--- src/rtl/bfx_pkg.sv ---
// ----------------------------------------------------------------------------
// bfx_pkg
// Shared types and constants for the byte FIFO with XOR checksum and search.
// ----------------------------------------------------------------------------
`default_nettype none

package bfx_pkg;

    localparam int BYTE_W     = 8;
    localparam int FUNC_W     = 3;
    localparam int PATTERN_W  = 64;
    localparam int PLEN_W     = 4;
    localparam int DATA_W     = 32;
    localparam int POS_W      = 3;
    localparam int FILL_W     = 8;

    localparam logic [BYTE_W-1:0] EMPTY_BYTE = 8'hFF;

    typedef enum logic [FUNC_W-1:0] {
        FUNC_PUSH   = 3'd0,
        FUNC_POP1   = 3'd1,
        FUNC_POP2   = 3'd2,
        FUNC_POP4   = 3'd3,
        FUNC_SEARCH = 3'd4,
        FUNC_CLEAR  = 3'd5
    } func_t;

    typedef struct packed {
        logic wr_en;
        logic rd_en;
    } ring_ctl_t;

endpackage

`default_nettype wire

--- src/rtl/bfx_if.sv ---
// ----------------------------------------------------------------------------
// bfx_if
// Request and response channels of the byte FIFO: valid/ready plus payload.
// ----------------------------------------------------------------------------
`default_nettype none

interface bfx_req_if;
    logic                              valid;
    logic                              ready;
    logic [bfx_pkg::FUNC_W-1:0]        func;
    logic [bfx_pkg::BYTE_W-1:0]        byte_in;
    logic [bfx_pkg::PATTERN_W-1:0]     pattern;
    logic [bfx_pkg::PLEN_W-1:0]        pattern_len;

    modport source (output valid, func, byte_in, pattern, pattern_len, input ready);
    modport sink   (input valid, func, byte_in, pattern, pattern_len, output ready);
endinterface

interface bfx_rsp_if;
    logic                              valid;
    logic                              ready;
    logic [bfx_pkg::DATA_W-1:0]        read_data;
    logic                              found;
    logic [bfx_pkg::BYTE_W-1:0]        checksum;
    logic [bfx_pkg::FILL_W-1:0]        fill_count;
    logic                              underflow;
    logic                              overflow;

    modport source (output valid, read_data, found, checksum, fill_count, underflow,
                    overflow, input ready);
    modport sink   (input valid, read_data, found, checksum, fill_count, underflow,
                    overflow, output ready);
endinterface

`default_nettype wire

--- src/rtl/bfx_ring.sv ---
// ----------------------------------------------------------------------------
// bfx_ring
// Ring store: one write port, one read port with registered read data.
// ----------------------------------------------------------------------------
`default_nettype none

module bfx_ring #(
    parameter int DEPTH = 256,
    parameter int AW    = 8
) (
    input  wire                            clk,
    input  wire bfx_pkg::ring_ctl_t        ctl,
    input  wire logic [AW-1:0]             wr_addr,
    input  wire logic [bfx_pkg::BYTE_W-1:0] wr_data,
    input  wire logic [AW-1:0]             rd_addr,
    output logic [bfx_pkg::BYTE_W-1:0]     rd_data
);

    logic [bfx_pkg::BYTE_W-1:0] mem [DEPTH];

    always_ff @(posedge clk)
    begin
        if (ctl.wr_en)
        begin
            mem[wr_addr] <= wr_data;
        end
    end

    always_ff @(posedge clk)
    begin
        if (ctl.rd_en)
        begin
            rd_data <= mem[rd_addr];
        end
    end

endmodule

`default_nettype wire

--- src/rtl/byte_fifo_xor_sync_search.sv ---
// ----------------------------------------------------------------------------
// byte_fifo_xor_sync_search
// Circular byte FIFO with running XOR checksum, multi-byte pops and a
// pattern search, run by a small sequencer over one byte path.
// ----------------------------------------------------------------------------
//  channel | dir | handshake   | payload
//  req     | in  | valid/ready | func, byte_in, pattern, pattern_len
//  rsp     | out | valid/ready | read_data, found, checksum, fill_count,
//          |     |             | underflow, overflow
//
//  Push, clear and unused codes go straight from idle to the finish state; a
//  pop passes through a read and a take state for each byte, and a search does
//  the same for each byte scanned, comparing it in the take state.
//  Reset clears pointers, fill count, checksum and sequencer; the store is
//  left as is. req.ready is high only when the sequencer is idle; a result in
//  the output register holds off not the next item's acceptance but its finish.
// ----------------------------------------------------------------------------
`default_nettype none

module byte_fifo_xor_sync_search #(
    parameter int DEPTH       = 256,
    parameter int MAX_PATTERN = 8
) (
    input  wire       clk,
    input  wire       rst_n,
    bfx_req_if.sink   req,
    bfx_rsp_if.source rsp
);

    localparam int AW   = $clog2(DEPTH);
    localparam int CMPW = (AW > bfx_pkg::PLEN_W) ? AW : bfx_pkg::PLEN_W;
    localparam logic [AW-1:0] LAST_ADDR = AW'(DEPTH - 1);

    typedef enum logic [3:0] {
        ST_IDLE   = 4'b0001,
        ST_READ   = 4'b0010,
        ST_TAKE   = 4'b0100,
        ST_FINISH = 4'b1000
    } state_t;

    state_t state_reg, state_next;

    logic [AW-1:0] rp_reg, rp_next;
    logic [AW-1:0] wp_reg, wp_next;
    logic [AW-1:0] cnt_reg, cnt_next;
    logic [bfx_pkg::BYTE_W-1:0] xor_reg, xor_next;
    logic out_valid_reg, out_valid_next;

    logic [AW-1:0]                    saved_rp_reg, saved_rp_next;
    logic [AW-1:0]                    saved_cnt_reg, saved_cnt_next;
    bfx_pkg::func_t                   func_reg, func_next;
    logic [bfx_pkg::PATTERN_W-1:0]    pat_reg, pat_next;
    logic [bfx_pkg::PLEN_W-1:0]       len_reg, len_next;
    logic [bfx_pkg::POS_W-1:0]        pos_reg, pos_next;
    logic [1:0]                       idx_reg, idx_next;
    logic [1:0]                       last_idx_reg, last_idx_next;
    logic [bfx_pkg::DATA_W-1:0]       data_reg, data_next;
    logic                             found_reg, found_next;
    logic                             under_reg, under_next;
    logic                             over_reg, over_next;

    logic [bfx_pkg::DATA_W-1:0]       o_data_reg, o_data_next;
    logic                             o_found_reg, o_found_next;
    logic [bfx_pkg::BYTE_W-1:0]       o_sum_reg, o_sum_next;
    logic [bfx_pkg::FILL_W-1:0]       o_fill_reg, o_fill_next;
    logic                             o_under_reg, o_under_next;
    logic                             o_over_reg, o_over_next;

    bfx_pkg::ring_ctl_t               ring_ctl;
    logic [bfx_pkg::BYTE_W-1:0]       rd_data;

    logic                             accept;
    bfx_pkg::func_t                   req_func;
    logic [bfx_pkg::PLEN_W-1:0]       len_eff;
    logic [AW-1:0]                    rp_inc;
    logic [AW-1:0]                    wp_inc;
    logic                             empty;
    logic [bfx_pkg::BYTE_W-1:0]       byte_val;
    logic [bfx_pkg::BYTE_W-1:0]       want;
    logic                             slot_free;

    assign accept    = req.valid && req.ready;
    assign req_func  = bfx_pkg::func_t'(req.func);
    assign len_eff   = (req.pattern_len > bfx_pkg::PLEN_W'(MAX_PATTERN))
                       ? bfx_pkg::PLEN_W'(MAX_PATTERN) : req.pattern_len;
    assign rp_inc    = (rp_reg == LAST_ADDR) ? '0 : rp_reg + 1'b1;
    assign wp_inc    = (wp_reg == LAST_ADDR) ? '0 : wp_reg + 1'b1;
    assign empty     = (cnt_reg == '0);
    assign byte_val  = empty ? bfx_pkg::EMPTY_BYTE : rd_data;
    assign want      = pat_reg[{pos_reg, 3'b000} +: bfx_pkg::BYTE_W];
    assign slot_free = !out_valid_reg || rsp.ready;

    assign req.ready      = (state_reg == ST_IDLE);
    assign rsp.valid      = out_valid_reg;
    assign rsp.read_data  = o_data_reg;
    assign rsp.found      = o_found_reg;
    assign rsp.checksum   = o_sum_reg;
    assign rsp.fill_count = o_fill_reg;
    assign rsp.underflow  = o_under_reg;
    assign rsp.overflow   = o_over_reg;

    bfx_ring #(
        .DEPTH (DEPTH),
        .AW    (AW)
    ) u_ring (
        .clk     (clk),
        .ctl     (ring_ctl),
        .wr_addr (wp_reg),
        .wr_data (req.byte_in),
        .rd_addr (rp_reg),
        .rd_data (rd_data)
    );

    always_comb
    begin
        state_next     = state_reg;
        rp_next        = rp_reg;
        wp_next        = wp_reg;
        cnt_next       = cnt_reg;
        xor_next       = xor_reg;
        out_valid_next = out_valid_reg && !rsp.ready;
        saved_rp_next  = saved_rp_reg;
        saved_cnt_next = saved_cnt_reg;
        func_next      = func_reg;
        pat_next       = pat_reg;
        len_next       = len_reg;
        pos_next       = pos_reg;
        idx_next       = idx_reg;
        last_idx_next  = last_idx_reg;
        data_next      = data_reg;
        found_next     = found_reg;
        under_next     = under_reg;
        over_next      = over_reg;
        o_data_next    = o_data_reg;
        o_found_next   = o_found_reg;
        o_sum_next     = o_sum_reg;
        o_fill_next    = o_fill_reg;
        o_under_next   = o_under_reg;
        o_over_next    = o_over_reg;
        ring_ctl       = '0;

        unique case (state_reg)
            ST_IDLE:
            begin
                if (accept)
                begin
                    func_next     = req_func;
                    pat_next      = req.pattern;
                    len_next      = len_eff;
                    pos_next      = '0;
                    idx_next      = '0;
                    data_next     = '0;
                    found_next    = 1'b0;
                    under_next    = 1'b0;
                    over_next     = 1'b0;
                    last_idx_next = 2'd0;
                    state_next    = ST_FINISH;
                    unique case (req_func)
                        bfx_pkg::FUNC_PUSH:
                        begin
                            if (cnt_reg == LAST_ADDR)
                            begin
                                over_next = 1'b1;
                            end
                            else
                            begin
                                ring_ctl.wr_en = 1'b1;
                                wp_next        = wp_inc;
                                cnt_next       = cnt_reg + 1'b1;
                            end
                        end
                        bfx_pkg::FUNC_POP1:
                        begin
                            state_next = ST_READ;
                        end
                        bfx_pkg::FUNC_POP2:
                        begin
                            last_idx_next = 2'd1;
                            state_next    = ST_READ;
                        end
                        bfx_pkg::FUNC_POP4:
                        begin
                            last_idx_next = 2'd3;
                            state_next    = ST_READ;
                        end
                        bfx_pkg::FUNC_SEARCH:
                        begin
                            // skip when the pattern is empty or longer than the fill
                            if ((len_eff != '0) && (CMPW'(cnt_reg) >= CMPW'(len_eff)))
                            begin
                                saved_rp_next  = rp_reg;
                                saved_cnt_next = cnt_reg;
                                state_next     = ST_READ;
                            end
                        end
                        bfx_pkg::FUNC_CLEAR:
                        begin
                            xor_next = '0;
                        end
                        default:
                        begin
                        end
                    endcase
                end
            end
            ST_READ:
            begin
                ring_ctl.rd_en = !empty;
                state_next     = ST_TAKE;
            end
            ST_TAKE:
            begin
                if (!empty)
                begin
                    rp_next  = rp_inc;
                    cnt_next = cnt_reg - 1'b1;
                    xor_next = xor_reg ^ rd_data;
                end
                if (func_reg == bfx_pkg::FUNC_SEARCH)
                begin
                    state_next = ST_READ;
                    if (rd_data == want)
                    begin
                        if ((bfx_pkg::PLEN_W'(pos_reg) + 1'b1) == len_reg)
                        begin
                            found_next = 1'b1;
                            state_next = ST_FINISH;
                        end
                        else
                        begin
                            pos_next = pos_reg + 1'b1;
                        end
                    end
                    else
                    begin
                        pos_next = '0;
                    end
                    // out of bytes without a match: rewind, keep the checksum
                    if ((state_next != ST_FINISH) && (cnt_reg == AW'(1)))
                    begin
                        rp_next    = saved_rp_reg;
                        cnt_next   = saved_cnt_reg;
                        state_next = ST_FINISH;
                    end
                end
                else
                begin
                    if (empty)
                    begin
                        under_next = 1'b1;
                    end
                    data_next = data_reg
                                | (bfx_pkg::DATA_W'(byte_val) << {idx_reg, 3'b000});
                    if (idx_reg == last_idx_reg)
                    begin
                        state_next = ST_FINISH;
                    end
                    else
                    begin
                        idx_next   = idx_reg + 1'b1;
                        state_next = ST_READ;
                    end
                end
            end
            ST_FINISH:
            begin
                // hold until the output register is free
                if (slot_free)
                begin
                    out_valid_next = 1'b1;
                    o_data_next    = data_reg;
                    o_found_next   = found_reg;
                    o_sum_next     = xor_reg;
                    o_fill_next    = bfx_pkg::FILL_W'(cnt_reg);
                    o_under_next   = under_reg;
                    o_over_next    = over_reg;
                    state_next     = ST_IDLE;
                end
            end
            default:
            begin
                state_next = ST_IDLE;
            end
        endcase
    end

    always_ff @(posedge clk or negedge rst_n)
    begin
        if (!rst_n)
        begin
            state_reg     <= ST_IDLE;
            rp_reg        <= '0;
            wp_reg        <= '0;
            cnt_reg       <= '0;
            xor_reg       <= '0;
            out_valid_reg <= 1'b0;
        end
        else
        begin
            state_reg     <= state_next;
            rp_reg        <= rp_next;
            wp_reg        <= wp_next;
            cnt_reg       <= cnt_next;
            xor_reg       <= xor_next;
            out_valid_reg <= out_valid_next;
        end
    end

    always_ff @(posedge clk)
    begin
        saved_rp_reg  <= saved_rp_next;
        saved_cnt_reg <= saved_cnt_next;
        func_reg      <= func_next;
        pat_reg       <= pat_next;
        len_reg       <= len_next;
        pos_reg       <= pos_next;
        idx_reg       <= idx_next;
        last_idx_reg  <= last_idx_next;
        data_reg      <= data_next;
        found_reg     <= found_next;
        under_reg     <= under_next;
        over_reg      <= over_next;
        o_data_reg    <= o_data_next;
        o_found_reg   <= o_found_next;
        o_sum_reg     <= o_sum_next;
        o_fill_reg    <= o_fill_next;
        o_under_reg   <= o_under_next;
        o_over_reg    <= o_over_next;
    end

`ifndef NO_ASSERTIONS
    a_fill_matches_pointers: assert property (@(posedge clk) disable iff (!rst_n)
        (AW+1)'(cnt_reg) == (({1'b0, wp_reg} + (AW+1)'(DEPTH) - {1'b0, rp_reg})
                             - (({1'b0, wp_reg} >= {1'b0, rp_reg}) ? (AW+1)'(DEPTH)
                                                                   : (AW+1)'(0))))
        else $error("fill count disagrees with pointers");

    a_push_grows: assert property (@(posedge clk) disable iff (!rst_n)
        (accept && (req.func == bfx_pkg::FUNC_PUSH) && (cnt_reg != LAST_ADDR))
        |=> (cnt_reg == $past(cnt_reg) + 1'b1))
        else $error("accepted push did not add a byte");

    a_found_no_data: assert property (@(posedge clk) disable iff (!rst_n)
        rsp.valid |-> !(rsp.found && ((rsp.read_data != '0) || rsp.underflow
                                      || rsp.overflow)))
        else $error("search result carries pop or push status");

    a_finish_loads: assert property (@(posedge clk) disable iff (!rst_n)
        ((state_reg == ST_FINISH) && slot_free) |=> (rsp.valid && req.ready))
        else $error("finished item not presented");
`endif

endmodule

`default_nettype wire
--- src/flat_wrapper.sv ---
// flat-port wrapper written by rule: the top's interface ports become plain ports
module byte_fifo_xor_sync_search_flat 
#(
    parameter int DEPTH       = 256,
    parameter int MAX_PATTERN = 8
)
  (clk, rst_n, req_valid, req_func, req_byte_in, req_pattern, req_pattern_len, req_ready, rsp_valid, rsp_read_data, rsp_found, rsp_checksum, rsp_fill_count, rsp_underflow, rsp_overflow, rsp_ready);
  bfx_req_if req_i ();
  bfx_rsp_if rsp_i ();
  input  wire clk;
  input  wire rst_n;
  input wire logic [$bits(req_i.valid)-1:0] req_valid;
  input wire logic [$bits(req_i.func)-1:0] req_func;
  input wire logic [$bits(req_i.byte_in)-1:0] req_byte_in;
  input wire logic [$bits(req_i.pattern)-1:0] req_pattern;
  input wire logic [$bits(req_i.pattern_len)-1:0] req_pattern_len;
  output wire logic [$bits(req_i.ready)-1:0] req_ready;
  output wire logic [$bits(rsp_i.valid)-1:0] rsp_valid;
  output wire logic [$bits(rsp_i.read_data)-1:0] rsp_read_data;
  output wire logic [$bits(rsp_i.found)-1:0] rsp_found;
  output wire logic [$bits(rsp_i.checksum)-1:0] rsp_checksum;
  output wire logic [$bits(rsp_i.fill_count)-1:0] rsp_fill_count;
  output wire logic [$bits(rsp_i.underflow)-1:0] rsp_underflow;
  output wire logic [$bits(rsp_i.overflow)-1:0] rsp_overflow;
  input wire logic [$bits(rsp_i.ready)-1:0] rsp_ready;
  assign req_i.valid = req_valid;
  assign req_i.func = req_func;
  assign req_i.byte_in = req_byte_in;
  assign req_i.pattern = req_pattern;
  assign req_i.pattern_len = req_pattern_len;
  assign req_ready = req_i.ready;
  assign rsp_valid = rsp_i.valid;
  assign rsp_read_data = rsp_i.read_data;
  assign rsp_found = rsp_i.found;
  assign rsp_checksum = rsp_i.checksum;
  assign rsp_fill_count = rsp_i.fill_count;
  assign rsp_underflow = rsp_i.underflow;
  assign rsp_overflow = rsp_i.overflow;
  assign rsp_i.ready = rsp_ready;
  byte_fifo_xor_sync_search #(.DEPTH(DEPTH), .MAX_PATTERN(MAX_PATTERN)) u_core (.clk(clk), .rst_n(rst_n), .req(req_i), .rsp(rsp_i));
endmodule
--- config.mk ---
export PLATFORM = sky130hd
export DESIGN_NAME = byte_fifo_xor_sync_search_flat
export DESIGN_NICKNAME = d
export VERILOG_FILES = /design/src/rtl/bfx_pkg.sv /design/src/rtl/bfx_if.sv /design/src/rtl/bfx_ring.sv /design/src/rtl/byte_fifo_xor_sync_search.sv /design/src/flat_wrapper.sv
export SDC_FILE = /design/constraint.sdc
export NUM_CORES = 2
export LEC_CHECK = 0
export BUFFER_PORTS_ARGS = -buffer_cell sky130_fd_sc_hd__buf_2
export CORE_MARGIN = 2
export CORE_UTILIZATION = 37
export CTS_CLUSTER_SIZE = 20
export DETAILED_ROUTE_END_ITERATION = 10
export MAX_ROUTING_LAYER = met4
export SLEW_MARGIN = 5
export SYNTH_ARGS = -nofsm -noshare
export SYNTH_HDL_FRONTEND = slang
export SYNTH_SLANG_ARGS = --single-unit
--- constraint.sdc ---
create_clock -name clk -period 5.3 [get_ports clk]
set_input_delay 1.06 -clock clk [delete_from_list [all_inputs] [get_ports clk]]
set_output_delay 1.06 -clock clk [all_outputs]
set_load 0.01 [all_outputs]
==> reports/qor.txt <==
Top FF cell, synth -> edfxtp_1
GR peak layer -> met2
fraction of registers with async set/reset -> 1.63%
worst slew pin tran -> 1320 ps
Slew Limit Headroom -> 11.9%
Ports -> 136
Distinct cells, synth -> 52
drt total wl -> 214000 um
final core occ -> 42.7%
achievable frequency -> 198 MHz
gr usage total -> 18.1%
DR WL/cell -> 28.3 um
Critical Path RT -> 5770 ps
WP data arrival -> 5530 ps
TritonCTS clock tree -> built
TritonCTS Buffers -> 216
die width -> 492 um
max reg flops -> 2048
met3 Usage GRT -> 4.18%
Synth top cells by count -> 2236 x edfxtp_1, 691 x mux4_2, 335 x nor2_1, 133 x clkbuf_1, 63 x nand2_1
RePlAce Congestion -> 0.808
Seq cells post-synth -> 2273
top-area cell type share of the netlist area -> 76.3%
top cell type by total area after synthesis -> edfxtp_1
Clock Skews -> 38.9 ps
total power -> 44.9 mW
DIE AREA -> 242000 um^2
placed insts -> 7169
row count -> 179
Final Max Slew Viols -> 0
I/O Buffers -> 135
post-route ant nets -> 0
Initial DRC Count -> 4899
hold_ws -> 299 ps
fin nets -> 4316
crit end category -> flop
power per cell area -> 443 nW/um^2
startpoint type of the worst setup path -> flop
maxcap violations -> 0
most frequent cell after synthesis -> edfxtp_1
Synth Warn # -> 0
Synth area leaders -> edfxtp_1 76%, mux4_2 18%, nor2_1 1.4%, dfrtp_1 1.0%, clkbuf_1 0.57%
Die Y -> 492 um
Post-DP HPWL -> 129000 um
fin crit share -> 95.4%
vias per cell -> 5.46
Clock Sinks -> 2273
sequential share of the synthesized area -> 77.4%
Mapped Avg Cell Area -> 22.7 um^2
number of global-route vias before repair -> 41500
first-pass GRT wire length -> 308000 um
1st-pass router iterations -> 5
Pleak -> 30.7 nW
RSZ-0062 raised after global routing -> no
met1 Use GR -> 25.5%
post_cts resized -> 0
Syn Inst Count -> 3876
Hold Vio Cnt, Final -> 0
syn_nets -> 3972
initial antenna violation count -> 11
root buffer cell -> clkbuf_16
pin count of the biggest net entering global routing -> 161
worst-path fanout max -> 16
post-CTS setup buffer count -> 0
H-tree depth -> 4
layout cells sized above 1 -> 31.7%
Layout Area Growth over Synthesis -> 15.0%
vias post-DR -> 41400
status -> complete, no violations
Hold WC Path Type -> input port to asynchronous set/reset pin
WS Path Type -> flop to flop
Min Clock Period, post-route -> 5060 ps
clock-pin slew on the worst setup and hold paths -> 60 ps
Skew-Pair Late Insertion Delay -> 850 ps
core area -> 237000 um^2
deepest clock path buffer count -> 3
post-synth design cell area -> 88000 um^2
Final Non-Filler Cells -> 7578
VDD IR max -> 0.327 mV
DRC -> 0
met2 global-route usage -> 26.6%
initial core utilization -> 37.1%
EDFF count, synth -> 2236
hold_buf cts -> 0
Final setup viols -> 0
GRT overflow -> 0
layout make-up:
type	count	area [um^2]
Antenna cell	6	15.0
Clock buffer	265	5690
Clock inverter	138	1600
Fill cell	20100	136000
Inverter	15	56.3
Multi-Input combinational cell	1363	19000
Sequential cell	2273	68100
Tap cell	3167	3960
Timing Repair Buffer	351	2760
metal layers:
| layer | wire length [um] | vias up |
|---|---|---|
| li1 | - | 17000 |
| met1 | 92300 | 22300 |
| met2 | 99000 | 1843 |
| met3 | 17900 | 288 |
| met4 | 5310 | 0 |
| met5 | 0 | - |
cells in the final DEF (no fill, tap or decap), drive strengths merged, types with 14 or more instances in the layout:
master	instances
nor2	335
xor2	25
dfrtp	36
mux2i	18
nand2	63
nor2b	15
nand3	20
buf	351
mux4	691
inv	25
edfxtp	2236
clkinv	86
o21ai	18
a21oi	51
nor3	14
bufinv	30
clkbuf	265
worst max-delay path, stage by stage (launching register included):
cell	delay, ps
dfstp_2	540
nor4b_1	260
buf_4	200
nand2_1	210
inv_2	120
nand3_1	380
nor3b_1	1190
nand2_1	900
nor2_1	860
per-stage QoR:
| step | TNS (ps) | area, um^2 | worst slack (ps) |
|---|---|---|---|
| floorplan | 0 | 88000 | 208 |
| global placement | -69730 | 93900 | -405 |
| detailed placement | -9470 | 93900 | -107 |
| CTS | 0 | 101000 | 346 |
| global route | 0 | 101000 | 70.7 |
| finish | 0 | 101000 | 245 |
final timing paths:
kind | startpoint | to | slack, ps | depth (start not counted)
worst max-delay path | u_core.state_reg[0] | u_core.u_ring.mem[98][2] | 240 | 8
max in group asynchronous | rst_n | u_core.rp_reg[1] | 4510 | 2
worst max register to register | u_core.state_reg[0] | u_core.u_ring.mem[98][2] | 240 | 8
worst min register to register | u_core.over_reg | u_core.rsp.overflow | 420 | 0
worst min-delay path | rst_n | u_core.xor_reg[0] | 300 | 2
min in group clk | req_pattern[48] | u_core.pat_reg[48] | 380 | 1
cell families (layout without fill, tap and decap cells):
family / Yosys count / in the layout / synth area share, %
mux: 710 / 710 / 17.9
buf+inv: 240 / 769 / 1.10
simple gates: 507 / 507 / 2.46
other cells: 0 / 6 / 0
fa+ha+maj: 13 / 13 / 0.185
flops: 2273 / 2273 / 77.4
xor+xnor: 32 / 32 / 0.318
compound gates: 101 / 101 / 0.682
report_power, final:
part / internal [mW] / switching (mW) / total [mW]
Combinational: 3.92 / 4.44 / 8.36
Sequential: 20.2 / 0.387 / 20.6
Clock: 9.12 / 6.76 / 15.9
Total: 33.3 / 11.6 / 44.9
No activity file was read; power rests on OpenSTA's default activity.
